## src/rtl/spl_pkg.sv

```systemverilog
// shared types and codes for the slot pool with linked queue
`default_nettype none

package spl_pkg;

	// field widths of the request, result and configuration channels
	localparam int SLOT_W  = 8;
	localparam int CNT_W   = 6;
	localparam int RES_W   = 5;
	localparam int REQ_W   = 3;
	localparam int STAT_W  = 2;
	localparam int TDATA_IN_W  = 8;
	localparam int TDATA_OUT_W = 16;
	localparam int CFG_DW  = 32;
	localparam int CFG_AW  = 3;

	// largest slot count the configuration register may reset to
	localparam int MAX_RESET_COUNT = 32;

	typedef enum logic [REQ_W-1:0] {
		REQ_ALLOC    = 3'd0,
		REQ_FREE     = 3'd1,
		REQ_ENQ      = 3'd2,
		REQ_DEQ      = 3'd3,
		REQ_DEQ_HEAD = 3'd4
	} req_kind_t;

	typedef enum logic [STAT_W-1:0] {
		STAT_OK         = 2'd0,
		STAT_BAD        = 2'd1,
		STAT_WAS_FREE   = 2'd2,
		STAT_NOT_QUEUED = 2'd3
	} status_t;

	typedef enum logic [1:0] {
		SLOT_FREE   = 2'd0,
		SLOT_ALLOC  = 2'd1,
		SLOT_QUEUED = 2'd2
	} slot_state_t;

	// one request as it enters the pool
	typedef struct packed {
		logic [REQ_W-1:0]  req_type;
		logic [SLOT_W-1:0] slot;
	} req_t;

	// one result as it leaves the pool
	typedef struct packed {
		status_t          status;
		logic [RES_W-1:0] result_slot;
		logic [CNT_W-1:0] allocated_count;
		logic             queue_empty;
	} rsp_t;

	// configuration write towards the pool
	typedef struct packed {
		logic             we;
		logic [CNT_W-1:0] value;
	} cfg_wr_t;

endpackage

`default_nettype wire

```

## src/rtl/spl_pool.sv

```systemverilog
// slot pool state with free list, linked queue and single-pass request update
`default_nettype none

module spl_pool
	import spl_pkg::*;
#(
	parameter int SLOTS = 32
) (
	input  wire logic             clk,
	input  wire logic             arst_n,
	input  wire cfg_wr_t          cfg,
	input  wire logic             fire,
	input  wire req_t             req,
	output rsp_t                  rsp,
	output logic [CNT_W-1:0]      slot_count_q
);

	localparam int LW = $clog2(SLOTS + 1);
	localparam int IW = $clog2(SLOTS);
	localparam logic [LW-1:0] NONE = LW'(SLOTS);
	localparam int RESET_COUNT = (SLOTS < MAX_RESET_COUNT) ? SLOTS : MAX_RESET_COUNT;

	// pool storage
	slot_state_t   state_q [SLOTS];
	logic [LW-1:0] nxt_q   [SLOTS];
	logic [LW-1:0] prv_q   [SLOTS];
	logic [LW-1:0] fhead_q;
	logic [LW-1:0] qhead_q;
	logic [LW-1:0] qtail_q;
	logic [LW-1:0] used_q;

	function automatic logic in_pool(input logic [SLOT_W-1:0] v, input logic [CNT_W-1:0] cnt);
		return (v < SLOT_W'(cnt)) && (v < SLOT_W'(SLOTS));
	endfunction

	// target slot: named slot, free list top or queue head
	logic [SLOT_W-1:0] t;
	logic              t_ok;
	logic [IW-1:0]     t_idx;
	slot_state_t       t_st;
	logic [LW-1:0]     t_nxt;
	logic [LW-1:0]     t_prv;
	logic [LW-1:0]     t_link;

	always_comb begin
		case (req.req_type)
			REQ_ALLOC:    t = SLOT_W'(fhead_q);
			REQ_DEQ_HEAD: t = SLOT_W'(qhead_q);
			default:      t = req.slot;
		endcase
	end

	assign t_ok   = in_pool(t, slot_count_q);
	assign t_idx  = t[IW-1:0];
	assign t_st   = state_q[t_idx];
	assign t_nxt  = nxt_q[t_idx];
	assign t_prv  = prv_q[t_idx];
	assign t_link = t[LW-1:0];

	// decision and write set for this request
	status_t       status;
	logic          nxt_a_en;
	logic [IW-1:0] nxt_a_idx;
	logic [LW-1:0] nxt_a_data;
	logic          nxt_t_en;
	logic [LW-1:0] nxt_t_data;
	logic          prv_a_en;
	logic [IW-1:0] prv_a_idx;
	logic [LW-1:0] prv_a_data;
	logic          prv_t_en;
	logic [LW-1:0] prv_t_data;
	logic          st_t_en;
	slot_state_t   st_t_data;
	logic [LW-1:0] fhead_d;
	logic [LW-1:0] qhead_d;
	logic [LW-1:0] qtail_d;
	logic [LW-1:0] used_d;
	logic          qhead_ok;
	logic          qtail_ok;
	logic          nxt_ok;
	logic          prv_ok;

	assign qhead_ok = in_pool(SLOT_W'(qhead_q), slot_count_q);
	assign qtail_ok = in_pool(SLOT_W'(qtail_q), slot_count_q);
	assign nxt_ok   = in_pool(SLOT_W'(t_nxt), slot_count_q);
	assign prv_ok   = in_pool(SLOT_W'(t_prv), slot_count_q);

	always_comb begin
		status     = STAT_BAD;
		nxt_a_en   = 1'b0;
		nxt_a_idx  = '0;
		nxt_a_data = NONE;
		nxt_t_en   = 1'b0;
		nxt_t_data = NONE;
		prv_a_en   = 1'b0;
		prv_a_idx  = '0;
		prv_a_data = NONE;
		prv_t_en   = 1'b0;
		prv_t_data = NONE;
		st_t_en    = 1'b0;
		st_t_data  = SLOT_FREE;
		fhead_d    = fhead_q;
		qhead_d    = qhead_q;
		qtail_d    = qtail_q;
		used_d     = used_q;
		case (req.req_type)
			REQ_ALLOC: begin
				if (t_ok) begin
					status    = STAT_OK;
					fhead_d   = t_nxt;
					nxt_t_en  = 1'b1;
					st_t_en   = 1'b1;
					st_t_data = SLOT_ALLOC;
					used_d    = used_q + LW'(1);
				end
			end
			REQ_FREE: begin
				if (!t_ok) begin
					status = STAT_BAD;
				end else if (t_st == SLOT_FREE) begin
					status = STAT_WAS_FREE;
				end else if (t_st == SLOT_ALLOC) begin
					status     = STAT_OK;
					nxt_t_en   = 1'b1;
					nxt_t_data = fhead_q;
					st_t_en    = 1'b1;
					st_t_data  = SLOT_FREE;
					fhead_d    = t_link;
					used_d     = used_q - LW'(1);
				end
			end
			REQ_ENQ: begin
				if (!t_ok) begin
					status = STAT_BAD;
				end else if (t_st == SLOT_FREE) begin
					status = STAT_WAS_FREE;
				end else if (t_st == SLOT_ALLOC) begin
					status   = STAT_OK;
					prv_t_en = 1'b1;
					if (!qhead_ok) begin
						qhead_d    = t_link;
						prv_t_data = NONE;
					end else begin
						// append behind the current tail
						nxt_a_en   = qtail_ok;
						nxt_a_idx  = qtail_q[IW-1:0];
						nxt_a_data = t_link;
						prv_t_data = qtail_q;
					end
					nxt_t_en  = 1'b1;
					qtail_d   = t_link;
					st_t_en   = 1'b1;
					st_t_data = SLOT_QUEUED;
				end
			end
			REQ_DEQ, REQ_DEQ_HEAD: begin
				if (!t_ok) begin
					status = STAT_BAD;
				end else if (t_st == SLOT_FREE) begin
					status = STAT_WAS_FREE;
				end else if (t_st == SLOT_ALLOC) begin
					status = STAT_NOT_QUEUED;
				end else if (!qhead_ok) begin
					status = STAT_BAD;
				end else begin
					status = STAT_OK;
					// unlink from the predecessor side
					if (qhead_q == t_link) begin
						qhead_d = t_nxt;
					end else if (prv_ok) begin
						nxt_a_en   = 1'b1;
						nxt_a_idx  = t_prv[IW-1:0];
						nxt_a_data = t_nxt;
					end
					// unlink from the successor side
					if (qtail_q == t_link) begin
						qtail_d = t_prv;
					end else if (nxt_ok) begin
						prv_a_en   = 1'b1;
						prv_a_idx  = t_nxt[IW-1:0];
						prv_a_data = t_prv;
					end
					nxt_t_en  = 1'b1;
					prv_t_en  = 1'b1;
					st_t_en   = 1'b1;
					st_t_data = SLOT_ALLOC;
				end
			end
			default: begin
				status = STAT_BAD;
			end
		endcase
	end

	// result fields after the request
	logic              ok;
	logic [SLOT_W-1:0] used_ext;

	assign ok       = (status == STAT_OK);
	assign used_ext = SLOT_W'(used_d);

	assign rsp.status          = status;
	assign rsp.result_slot     = ok ? t[RES_W-1:0] : '0;
	assign rsp.allocated_count = used_ext[CNT_W-1:0];
	assign rsp.queue_empty     = !in_pool(SLOT_W'(qhead_d), slot_count_q);

	// accepted slot count write
	logic cfg_ok;

	assign cfg_ok = cfg.we && (cfg.value != '0) && (SLOT_W'(cfg.value) <= SLOT_W'(SLOTS));

	// slot count, slot state, forward links, list heads and used count
	always_ff @(posedge clk or negedge arst_n) begin
		if (!arst_n) begin
			slot_count_q <= CNT_W'(RESET_COUNT);
			fhead_q      <= '0;
			qhead_q      <= NONE;
			qtail_q      <= NONE;
			used_q       <= '0;
			for (int i = 0; i < SLOTS; i++) begin
				state_q[i] <= SLOT_FREE;
				nxt_q[i]   <= (i + 1 < RESET_COUNT) ? LW'(i + 1) : NONE;
			end
		end else if (cfg_ok) begin
			slot_count_q <= cfg.value;
			fhead_q      <= '0;
			qhead_q      <= NONE;
			qtail_q      <= NONE;
			used_q       <= '0;
			for (int i = 0; i < SLOTS; i++) begin
				state_q[i] <= SLOT_FREE;
				nxt_q[i]   <= (SLOT_W'(i + 1) < SLOT_W'(cfg.value)) ? LW'(i + 1) : NONE;
			end
		end else if (fire && ok) begin
			fhead_q <= fhead_d;
			qhead_q <= qhead_d;
			qtail_q <= qtail_d;
			used_q  <= used_d;
			for (int i = 0; i < SLOTS; i++) begin
				if (st_t_en && t_idx == IW'(i)) begin
					state_q[i] <= st_t_data;
				end
				if (nxt_t_en && t_idx == IW'(i)) begin
					nxt_q[i] <= nxt_t_data;
				end else if (nxt_a_en && nxt_a_idx == IW'(i)) begin
					nxt_q[i] <= nxt_a_data;
				end
			end
		end
	end

	// backward links, only meaningful once a slot has been queued
	always_ff @(posedge clk) begin
		if (fire && ok && !cfg_ok) begin
			for (int i = 0; i < SLOTS; i++) begin
				if (prv_t_en && t_idx == IW'(i)) begin
					prv_q[i] <= prv_t_data;
				end else if (prv_a_en && prv_a_idx == IW'(i)) begin
					prv_q[i] <= prv_a_data;
				end
			end
		end
	end

endmodule

`default_nettype wire

```

## src/rtl/slot_pool_with_linked_queue_core.sv

```systemverilog
// top level: request and result stages, configuration port and the slot pool
//
//  channel  | direction | fields (lowest bit first)
//  s_*      | in        | tdata: slot[7:0]; tuser: req_type[2:0]
//  m_*      | out       | tdata: result_slot, allocated_count, queue_empty; tuser: status
//  apb      | in/out    | register 0 at address 0: slot_count[5:0]
//
// one request per cycle while results are not stalled; a request is held in the input
// register and its result is then registered in the output register.
// the pool state is updated as a request moves from the input to the output
// register, so the next request sees it at once.
// reset leaves a 32-slot pool (fewer if SLOTS is smaller) all free, queue empty.
// a stalled result holds the input register, which then holds s_tready low.
`default_nettype none

module slot_pool_with_linked_queue_core
	import spl_pkg::*;
#(
	parameter int SLOTS = 32
) (
	input  wire logic                   clk,
	input  wire logic                   arst_n,
	// request stream
	input  wire logic                   s_tvalid,
	output logic                        s_tready,
	input  wire logic [TDATA_IN_W-1:0]  s_tdata,   // slot[7:0]
	input  wire logic [REQ_W-1:0]       s_tuser,   // req_type[2:0]
	// result stream
	output logic                        m_tvalid,
	input  wire logic                   m_tready,
	output logic [TDATA_OUT_W-1:0]      m_tdata,   // result_slot[4:0], allocated_count[10:5],
	                                               // queue_empty[11], zeros[15:12]
	output logic [STAT_W-1:0]           m_tuser,   // status[1:0]
	// configuration port
	input  wire logic                   psel,
	input  wire logic                   penable,
	input  wire logic                   pwrite,
	input  wire logic [CFG_AW-1:0]      paddr,
	input  wire logic [CFG_DW-1:0]      pwdata,
	output logic [CFG_DW-1:0]           prdata,
	output logic                        pready
);

	// input register
	logic valid_s1;
	req_t req_s1;
	// output register
	logic valid_s2;
	rsp_t rsp_s2;

	logic    adv_s1;
	rsp_t    rsp;
	cfg_wr_t cfg;
	logic [CNT_W-1:0] slot_count;

	assign adv_s1   = valid_s1 && (!valid_s2 || m_tready);
	assign s_tready = !valid_s1 || adv_s1;

	// request stage
	always_ff @(posedge clk or negedge arst_n) begin
		if (!arst_n) begin
			valid_s1 <= 1'b0;
		end else if (s_tvalid && s_tready) begin
			valid_s1 <= 1'b1;
		end else if (adv_s1) begin
			valid_s1 <= 1'b0;
		end
	end

	always_ff @(posedge clk) begin
		if (s_tvalid && s_tready) begin
			req_s1.req_type <= s_tuser;
			req_s1.slot     <= s_tdata[SLOT_W-1:0];
		end
	end

	// result stage
	always_ff @(posedge clk or negedge arst_n) begin
		if (!arst_n) begin
			valid_s2 <= 1'b0;
		end else if (adv_s1) begin
			valid_s2 <= 1'b1;
		end else if (m_tready) begin
			valid_s2 <= 1'b0;
		end
	end

	always_ff @(posedge clk) begin
		if (adv_s1) begin
			rsp_s2 <= rsp;
		end
	end

	assign m_tvalid = valid_s2;
	assign m_tuser  = rsp_s2.status;
	assign m_tdata  = {(TDATA_OUT_W - RES_W - CNT_W - 1)'(0), rsp_s2.queue_empty,
		rsp_s2.allocated_count, rsp_s2.result_slot};

	// configuration register access
	assign pready    = 1'b1;
	assign cfg.we    = psel && penable && pwrite && !paddr[2];
	assign cfg.value = pwdata[CNT_W-1:0];
	assign prdata    = paddr[2] ? '0 : CFG_DW'(slot_count);

	spl_pool #(
		.SLOTS(SLOTS)
	) u_pool (
		.clk         (clk),
		.arst_n      (arst_n),
		.cfg         (cfg),
		.fire        (adv_s1),
		.req         (req_s1),
		.rsp         (rsp),
		.slot_count_q(slot_count)
	);

endmodule

`default_nettype wire
```

## config.mk

```make
export PLATFORM = sky130hd
export DESIGN_NAME = slot_pool_with_linked_queue_core
export DESIGN_NICKNAME = d
export VERILOG_FILES = /design/src/rtl/spl_pkg.sv /design/src/rtl/spl_pool.sv /design/src/rtl/slot_pool_with_linked_queue_core.sv
export SDC_FILE = /design/constraint.sdc
export NUM_CORES = 1
export LEC_CHECK = 0
export ABC_AREA = 1
export BUFFER_PORTS_ARGS = -buffer_cell sky130_fd_sc_hd__buf_2
export CAP_MARGIN = 20
export CORE_MARGIN = 8
export CORE_UTILIZATION = 40
export DETAILED_ROUTE_END_ITERATION = 10
export PLACE_DENSITY = 0.52
export SETUP_SLACK_MARGIN = 0.15
export SYNTH_ARGS = -nofsm -noshare
export SYNTH_HDL_FRONTEND = slang
export SYNTH_HIERARCHICAL = 1
export SYNTH_SLANG_ARGS = --single-unit
```

## constraint.sdc

```tcl
create_clock -name clk -period 5.13 [get_ports clk]
set_input_delay 0.513 -clock clk [delete_from_list [all_inputs] [get_ports clk]]
set_output_delay 0.513 -clock clk [all_outputs]
set_load 0.02 [all_outputs]
```

# Yosys cells after proc, flatten, opt, wreduce, memory -nomap -nowiden
# Memory sizes are Yosys's and may differ from the RTL's.
# Cells that the tools add are included.
# word_totals
ff_bits	313
mem_bits_rw	192
output_inout_bits	53
n_memories	1
# classes
add_sub_neg	2
magnitude_cmp	45
eq_ne	112
muxes	524
n_bitwise	33
n_reduce_logical	294
# memory_table
name	depth	width	rd	rd_clocked_by_memory_dff	write_ports	line	rtl
u_pool.prv_q	32	6	1	0	32	spl_pool.sv:26	logic [LW-1:0] prv_q [SLOTS];
# ops
operator	n
$mux W6	186
$mux W192	2
$mux W1	258
$eq A5 B5 Y1 const B	48
$logic_and A1 B1 Y1	143
$mux W64	2
$reduce_and A2 Y1	64
$eq A5 B4 Y1 const B	24
$reduce_bool A3 Y1	34
$lt A5 B6 Y1 const A	16
$mux W2	45
$mux W5	17
$reduce_bool A2 Y1	35
$eq A5 B3 Y1 const B	12
$pmux W6 S2	5
$lt A4 B6 Y1 const A	8
$or A1 B1 Y1	32
$bmux W6 S5	1
$eq A5 B2 Y1 const B	6
$lt A6 B6 Y1	5
$lt A6 B6 Y1 const B	5
$lt A3 B6 Y1 const A	4
$ne A3 B1 Y1 const B	8
$pmux W8 S2	1
30 further kinds	49

# Logic depth before layout (Yosys ltp)
# logic_depth
ltp_word	22
mapped_depth	35
ltp_nobuf	32

# By module
# The synthesis kept the hierarchy.
# modules_own_cells
module	instances	cells_each	area_per_inst_um2	seq_area_each_um2
spl_pool	1	4109	29628.4	13027.5
slot_pool_with_linked_queue_core	1	84	1139.8	800.8

# Worst setup path before layout
# No wires, ideal clock.
# synth_path
path_kind	reg2reg
from	reg req_s1[8] (netlist name)
to	mem u_pool/prv_q[8][0] (netlist name) (enable)
arrival_time_ns	4.129
required_ns	4.753
slack_ns	0.624
stages_incl_launch_ff	29
path_buffers	6
cell_sequence	edfxtp_1 -> inv_2 -> nand2_1 -> nor2_2 -> inv_2 -> nor2_2 -> inv_2 -> nand2_4 -> buf_6 -> nand2_2 -> buf_4 -> buf_4 -> buf_2 -> o22ai_1 -> nor2_1 -> nor2_1 -> nor2_1 -> nand4_1 -> nand2_1 -> ha_1 -> a21oi_1 -> o21ai_0 -> nor3_2 -> nand3_1 -> buf_2 -> buf_1 -> nor3_1 -> nand2_2 -> o21ai_0
# synth_lines
item	line	rtl
start: declaration	slot_pool_with_linked_queue_core.sv:46	req_t req_s1;
end: declaration	spl_pool.sv:26	

# Worst setup path after layout
# layout_path
from	reg req_s1[9] (netlist name)
to	reg u_pool/nxt_q[173] (netlist name)
# layout_between
elab_chain_len	17
elab_cells_between_ends	89
cone_classes	order compare (4); eq/ne (8); mux (62); bitwise (1); reduce/logical (13); memory (1)
# layout_lines
item	line	rtl
parallel branches: the longest is 17 deep, another holds $mem_v2 Z32 W6	-	
end signal: indexed assignment	spl_pool.sv:222	nxt_q[i] <= (i + 1 < RESET_COUNT) ? LW'(i + 1) : NONE;
end signal: indexed assignment	spl_pool.sv:244	nxt_q[i] <= nxt_t_data;
end signal: indexed assignment	spl_pool.sv:246	nxt_q[i] <= nxt_a_data;
end: declaration	spl_pool.sv:25	logic [LW-1:0] nxt_q [SLOTS];
# Parallel ways; which one is timed is not known. The select of a mux whose other input is x is not followed.
# A chain may end at the register's enable or synchronous reset.

==> summary.md <==
| Metric | Value |
|---|---|
| Slew Viols, Final | `0` |
| Post-Route WL | `around 130000 µm` |
| Slowest CP cell | `o21ai_0` |
| Initial antenna violation count | `7` |
| I/O Buffers | `46` |
| Final #Nets | `4466` |
| Post-synth top area share | `21.18%` |
| Slew of the pin with the lowest slew margin | `between 1 and 1.5 ns` |
| Worst Setup SP | `req_s1[9]` |
| Synthesized area | `30770 µm²` |
| CTS Buf Count | `60` |
| Synthesized instance count | `4193` |
| Worst clock skew | `0.03621 ns` |
| Synth-to-layout area growth | `19.08%` |
| IO Pins | `106` |
| RePlAce Congestion | `0.9566` |
| Syn avg cell area | `7.338 µm²` |
| Top post-synthesis cells by count | `nand2_1 (1265), o21ai_0 (619), nor2_1 (360), nand3_1 (266), inv_1 (224)` |
| Syn. warnings | `6` |
| Area taken by multi-input logic gates | `15270 µm²` |
| Register-to-Register Setup Slack | `0.23 ns` |
| Asr flop ratio synth | `57.03%` |
| Reg clk slew, reported paths | `0.06 ns` |
| CP delay by family, top | `simple AND/OR/NAND/NOR gates` |
| Synthesized flop and latch total | `505` |
| Die Area | `86050 µm²` |
| Cell count after placement | `5330` |
| Worst Reg2Reg Path Length in Cells | `28` |
| Routed Antenna Nets | `0` |
| Worst Hold Class | `input pin to flip-flop` |
| Worst reg2reg endpoint | `u_pool/nxt_q[173]` |
| Fin worst setup slack | `0.2344 ns` |
| Sequential share of power | `41.3%` |
| Pin count of the biggest net entering global routing | `132` |
| Crit. End Element | `flip-flop` |
| Post-synth cell types | `49` |
| Count leader, synth | `nand2_1` |
| Chip width | `293.3 µm` |
| Final Hold Fails | `0` |
| Stages on the worst setup path | `28` |
| Minimum clock period | `4.896 ns` |
| Worst VDD drop | `0.2779 mV` |
| Final TNS setup | `0 ns` |
| DR WL/cell | `24.30 µm` |
| Non-Filler Instances | `5465` |
| Crit Path Class | `flip-flop to flip-flop` |
| R2R Path Start | `req_s1[9]` |
| # rows | `101` |
| Grt ovf | `0` |
| Crit path buffers/inverters | `6` |
| Fin Hold WS | `0.03776 ns` |
| Power, Total | `10.72 mW` |
| Largest fanout on the critical path | `23` |
| RSZ-0062 raised after global routing | `true` |
| Slowest Stage Delay on Critical Path | `between 0.4 and 0.5 ns` |
| Root Driver | `clkbuf_16` |
| Vias post-DR | `30.90k` |
| Core ar. | `76080 µm²` |
| Slew HR | `between 20% and 30%` |
| Share of layout cells above drive strength 1 | `17.93%` |
| Worst slack, placed | `-0.1031 ns` |
| Leak | `16.73 nW` |
| Power density cells | `292.6 nW/µm²` |
| Clk_lat worst skew | `between 0.6 and 0.7 ns` |
| Worst setup SP type | `flip-flop` |
| Vias per cell | `roughly 5.7` |
| DRC viols | `0` |
| Initial DRC count | `approximately 3.6k` |
| Worst endpoint data arrival time | `approximately 5.4 ns` |
| Synth top area cells | `edfxtp_1 (21%), dfrtp_1 (17%), nand2_1 (15%), o21ai_0 (10%), dfstp_2 (7.2%)` |
| Register area | `13830 µm²` |
| WP data required | `around 5.6 ns` |
| Die height | `293.3 µm` |
| Clock group share of total power | `40.6%` |
| Sw frac | `a little under a third` |
| Largest area contributor in the netlist | `edfxtp_1` |
| Clk sinks | `505` |
| H-tree depth | `2` |
| NetSw | `3.294 mW` |
| Vias in the first global route | `just under 30k` |
| Initial core utilization | `40.44%` |
| Drt first pass iters | `6` |
| Sequential area share after synthesis | `44.94%` |
| First-pass GRT wire length | `193200 µm` |
| Most frequent cell on the critical path | `nand2_1` |
| Status | `complete, no violations` |
| Clk buf depth | `3` |
| Top_reg_cell synth | `edfxtp_1` |
| Final setup viols | `0` |
| Post-synth EDFFs | `217` |
| Combinational power share | `18.0%` |
| DP Wirelength | `91390 µm` |
| CTS tree | `done` |
| Gr usage total | `29.70%` |
| Filler instances | `about 7.7k` |
| Final period utilization | `95.43%` |
| Max cap viols | `0` |
| Internal | `roughly 7.4 mW` |
| Max frequency | `204.3 MHz` |
| Worst Setup EP | `u_pool/nxt_q[173]` |
## repair_timing
item                                    4_1_cts  5_1_grt
hold endpoints to repair                     39        0
pin swaps                                     4       17
gates resized for setup                      19      130
hold buffers                                  1        0
endpoints found under the setup margin      564      575
setup buffers                                 4       10
gates cloned                                  0        3
## worst min-delay path by stage
stage,from,endpoint,cells after the start
floorplan,arst_n,m_tvalid,0
global placement,u_pool/nxt_q[5],u_pool/nxt_q[5],2
detailed placement,u_pool/nxt_q[5],u_pool/nxt_q[5],2
CTS,s_tdata[4],req_s1[4],1
global route,s_tdata[4],req_s1[4],1
finish,s_tdata[4],req_s1[4],1
## power groups by stage
stage / logic (mW) / registers [mW] / clock network [mW]
CTS: 1.83 / 4.43 / 4.43
detailed placement: 1.80 / 4.50 / 0
finish: 1.93 / 4.43 / 4.36
floorplan: 1.03 / 4.48 / 0
global route: 2.09 / 4.44 / 4.57
global placement: 1.79 / 4.50 / 0
## sequential cells by signal (all words and copies together), names as in the netlist
signal	flops
u_pool/fhead_q	6
u_pool/state_q	64
m_tuser	2
m_tdata	12
u_pool/used_q	6
req_s1	11
u_pool/prv_q	192
u_pool/qhead_q	6
u_pool/slot_count_q	6
valid_s1	1
u_pool/qtail_q	6
m_tvalid	1
u_pool/nxt_q	192
## worst reg2reg max path: cells and delay by family (launching register included)
kind | cells | cell delay [ns]
compound gates | 4 | 0.90
simple gates | 17 | 2.14
buf+inv | 6 | 0.93
fa+ha+maj | 1 | 0.35
flops | 1 | 0.44
## stage by stage
step	cell area [µm²]	utilization, %
after CTS	36000	47.32
final	36640	48.16
after global placement	33910	44.58
after floorplan	30880	-
after detailed placement	33910	44.58
after global routing	36640	48.16
## cells in the final DEF, fill, tap and decap left out, types with 13 or more instances in the layout
cell       netlist  routed
a21oi_1        168     164
nand4_1         48      48
inv_1          224     222
ha_1            32      32
nand3_2          6      13
buf_2           71      46
clkinv_2         0      14
o21ai_0        619     610
nand2_1       1265    1224
nand2_2         40      66
o211ai_1        39      39
inv_2           17      18
nand3_1        266     255
nor2_1         360     328
o21ai_1         66      68
clkbuf_16        0      66
dfrtp_1        204     204
or2_2           39      39
nand2_4          1      13
edfxtp_1       217     217
buf_4           46     281
nor3_1          61      61
conb_1           2      31
nor2_2          14      35
nor2_4           5      16
buf_12           0      36
dfstp_2         84      84
o22ai_1         63      62
## metal layers
layer	vias up	share of wire [%]	GRT usage, %
li1	14362	-	-
met1	14697	43	42.22
met2	1546	43	44.83
met3	295	9.8	5.374
met4	4	4.0	11.11
met5	-	0.018	0
## logic make-up after synthesis
kind of cell	Yosys count	synth area share (%)
AO/OA/AOI/OAI	987	16.91
XOR/XNOR	12	0.3416
adder cells (fa/ha/maj)	32	1.301
buffers and inverters	528	7.462
flip-flops	505	44.94
other	2	0.02441
AND/OR/NAND/NOR	2127	29.01
## area by class of cell
type	count	area share (%)
antenna	2	0.01366
clock buffer	83	4.753
clock inverter	31	0.6556
inverter	243	2.510
multi-input combinational	3189	41.69
sequential	505	37.74
tap	1030	3.517
timing repair buffer	382	9.121
Power figures use the tool's default switching activity.
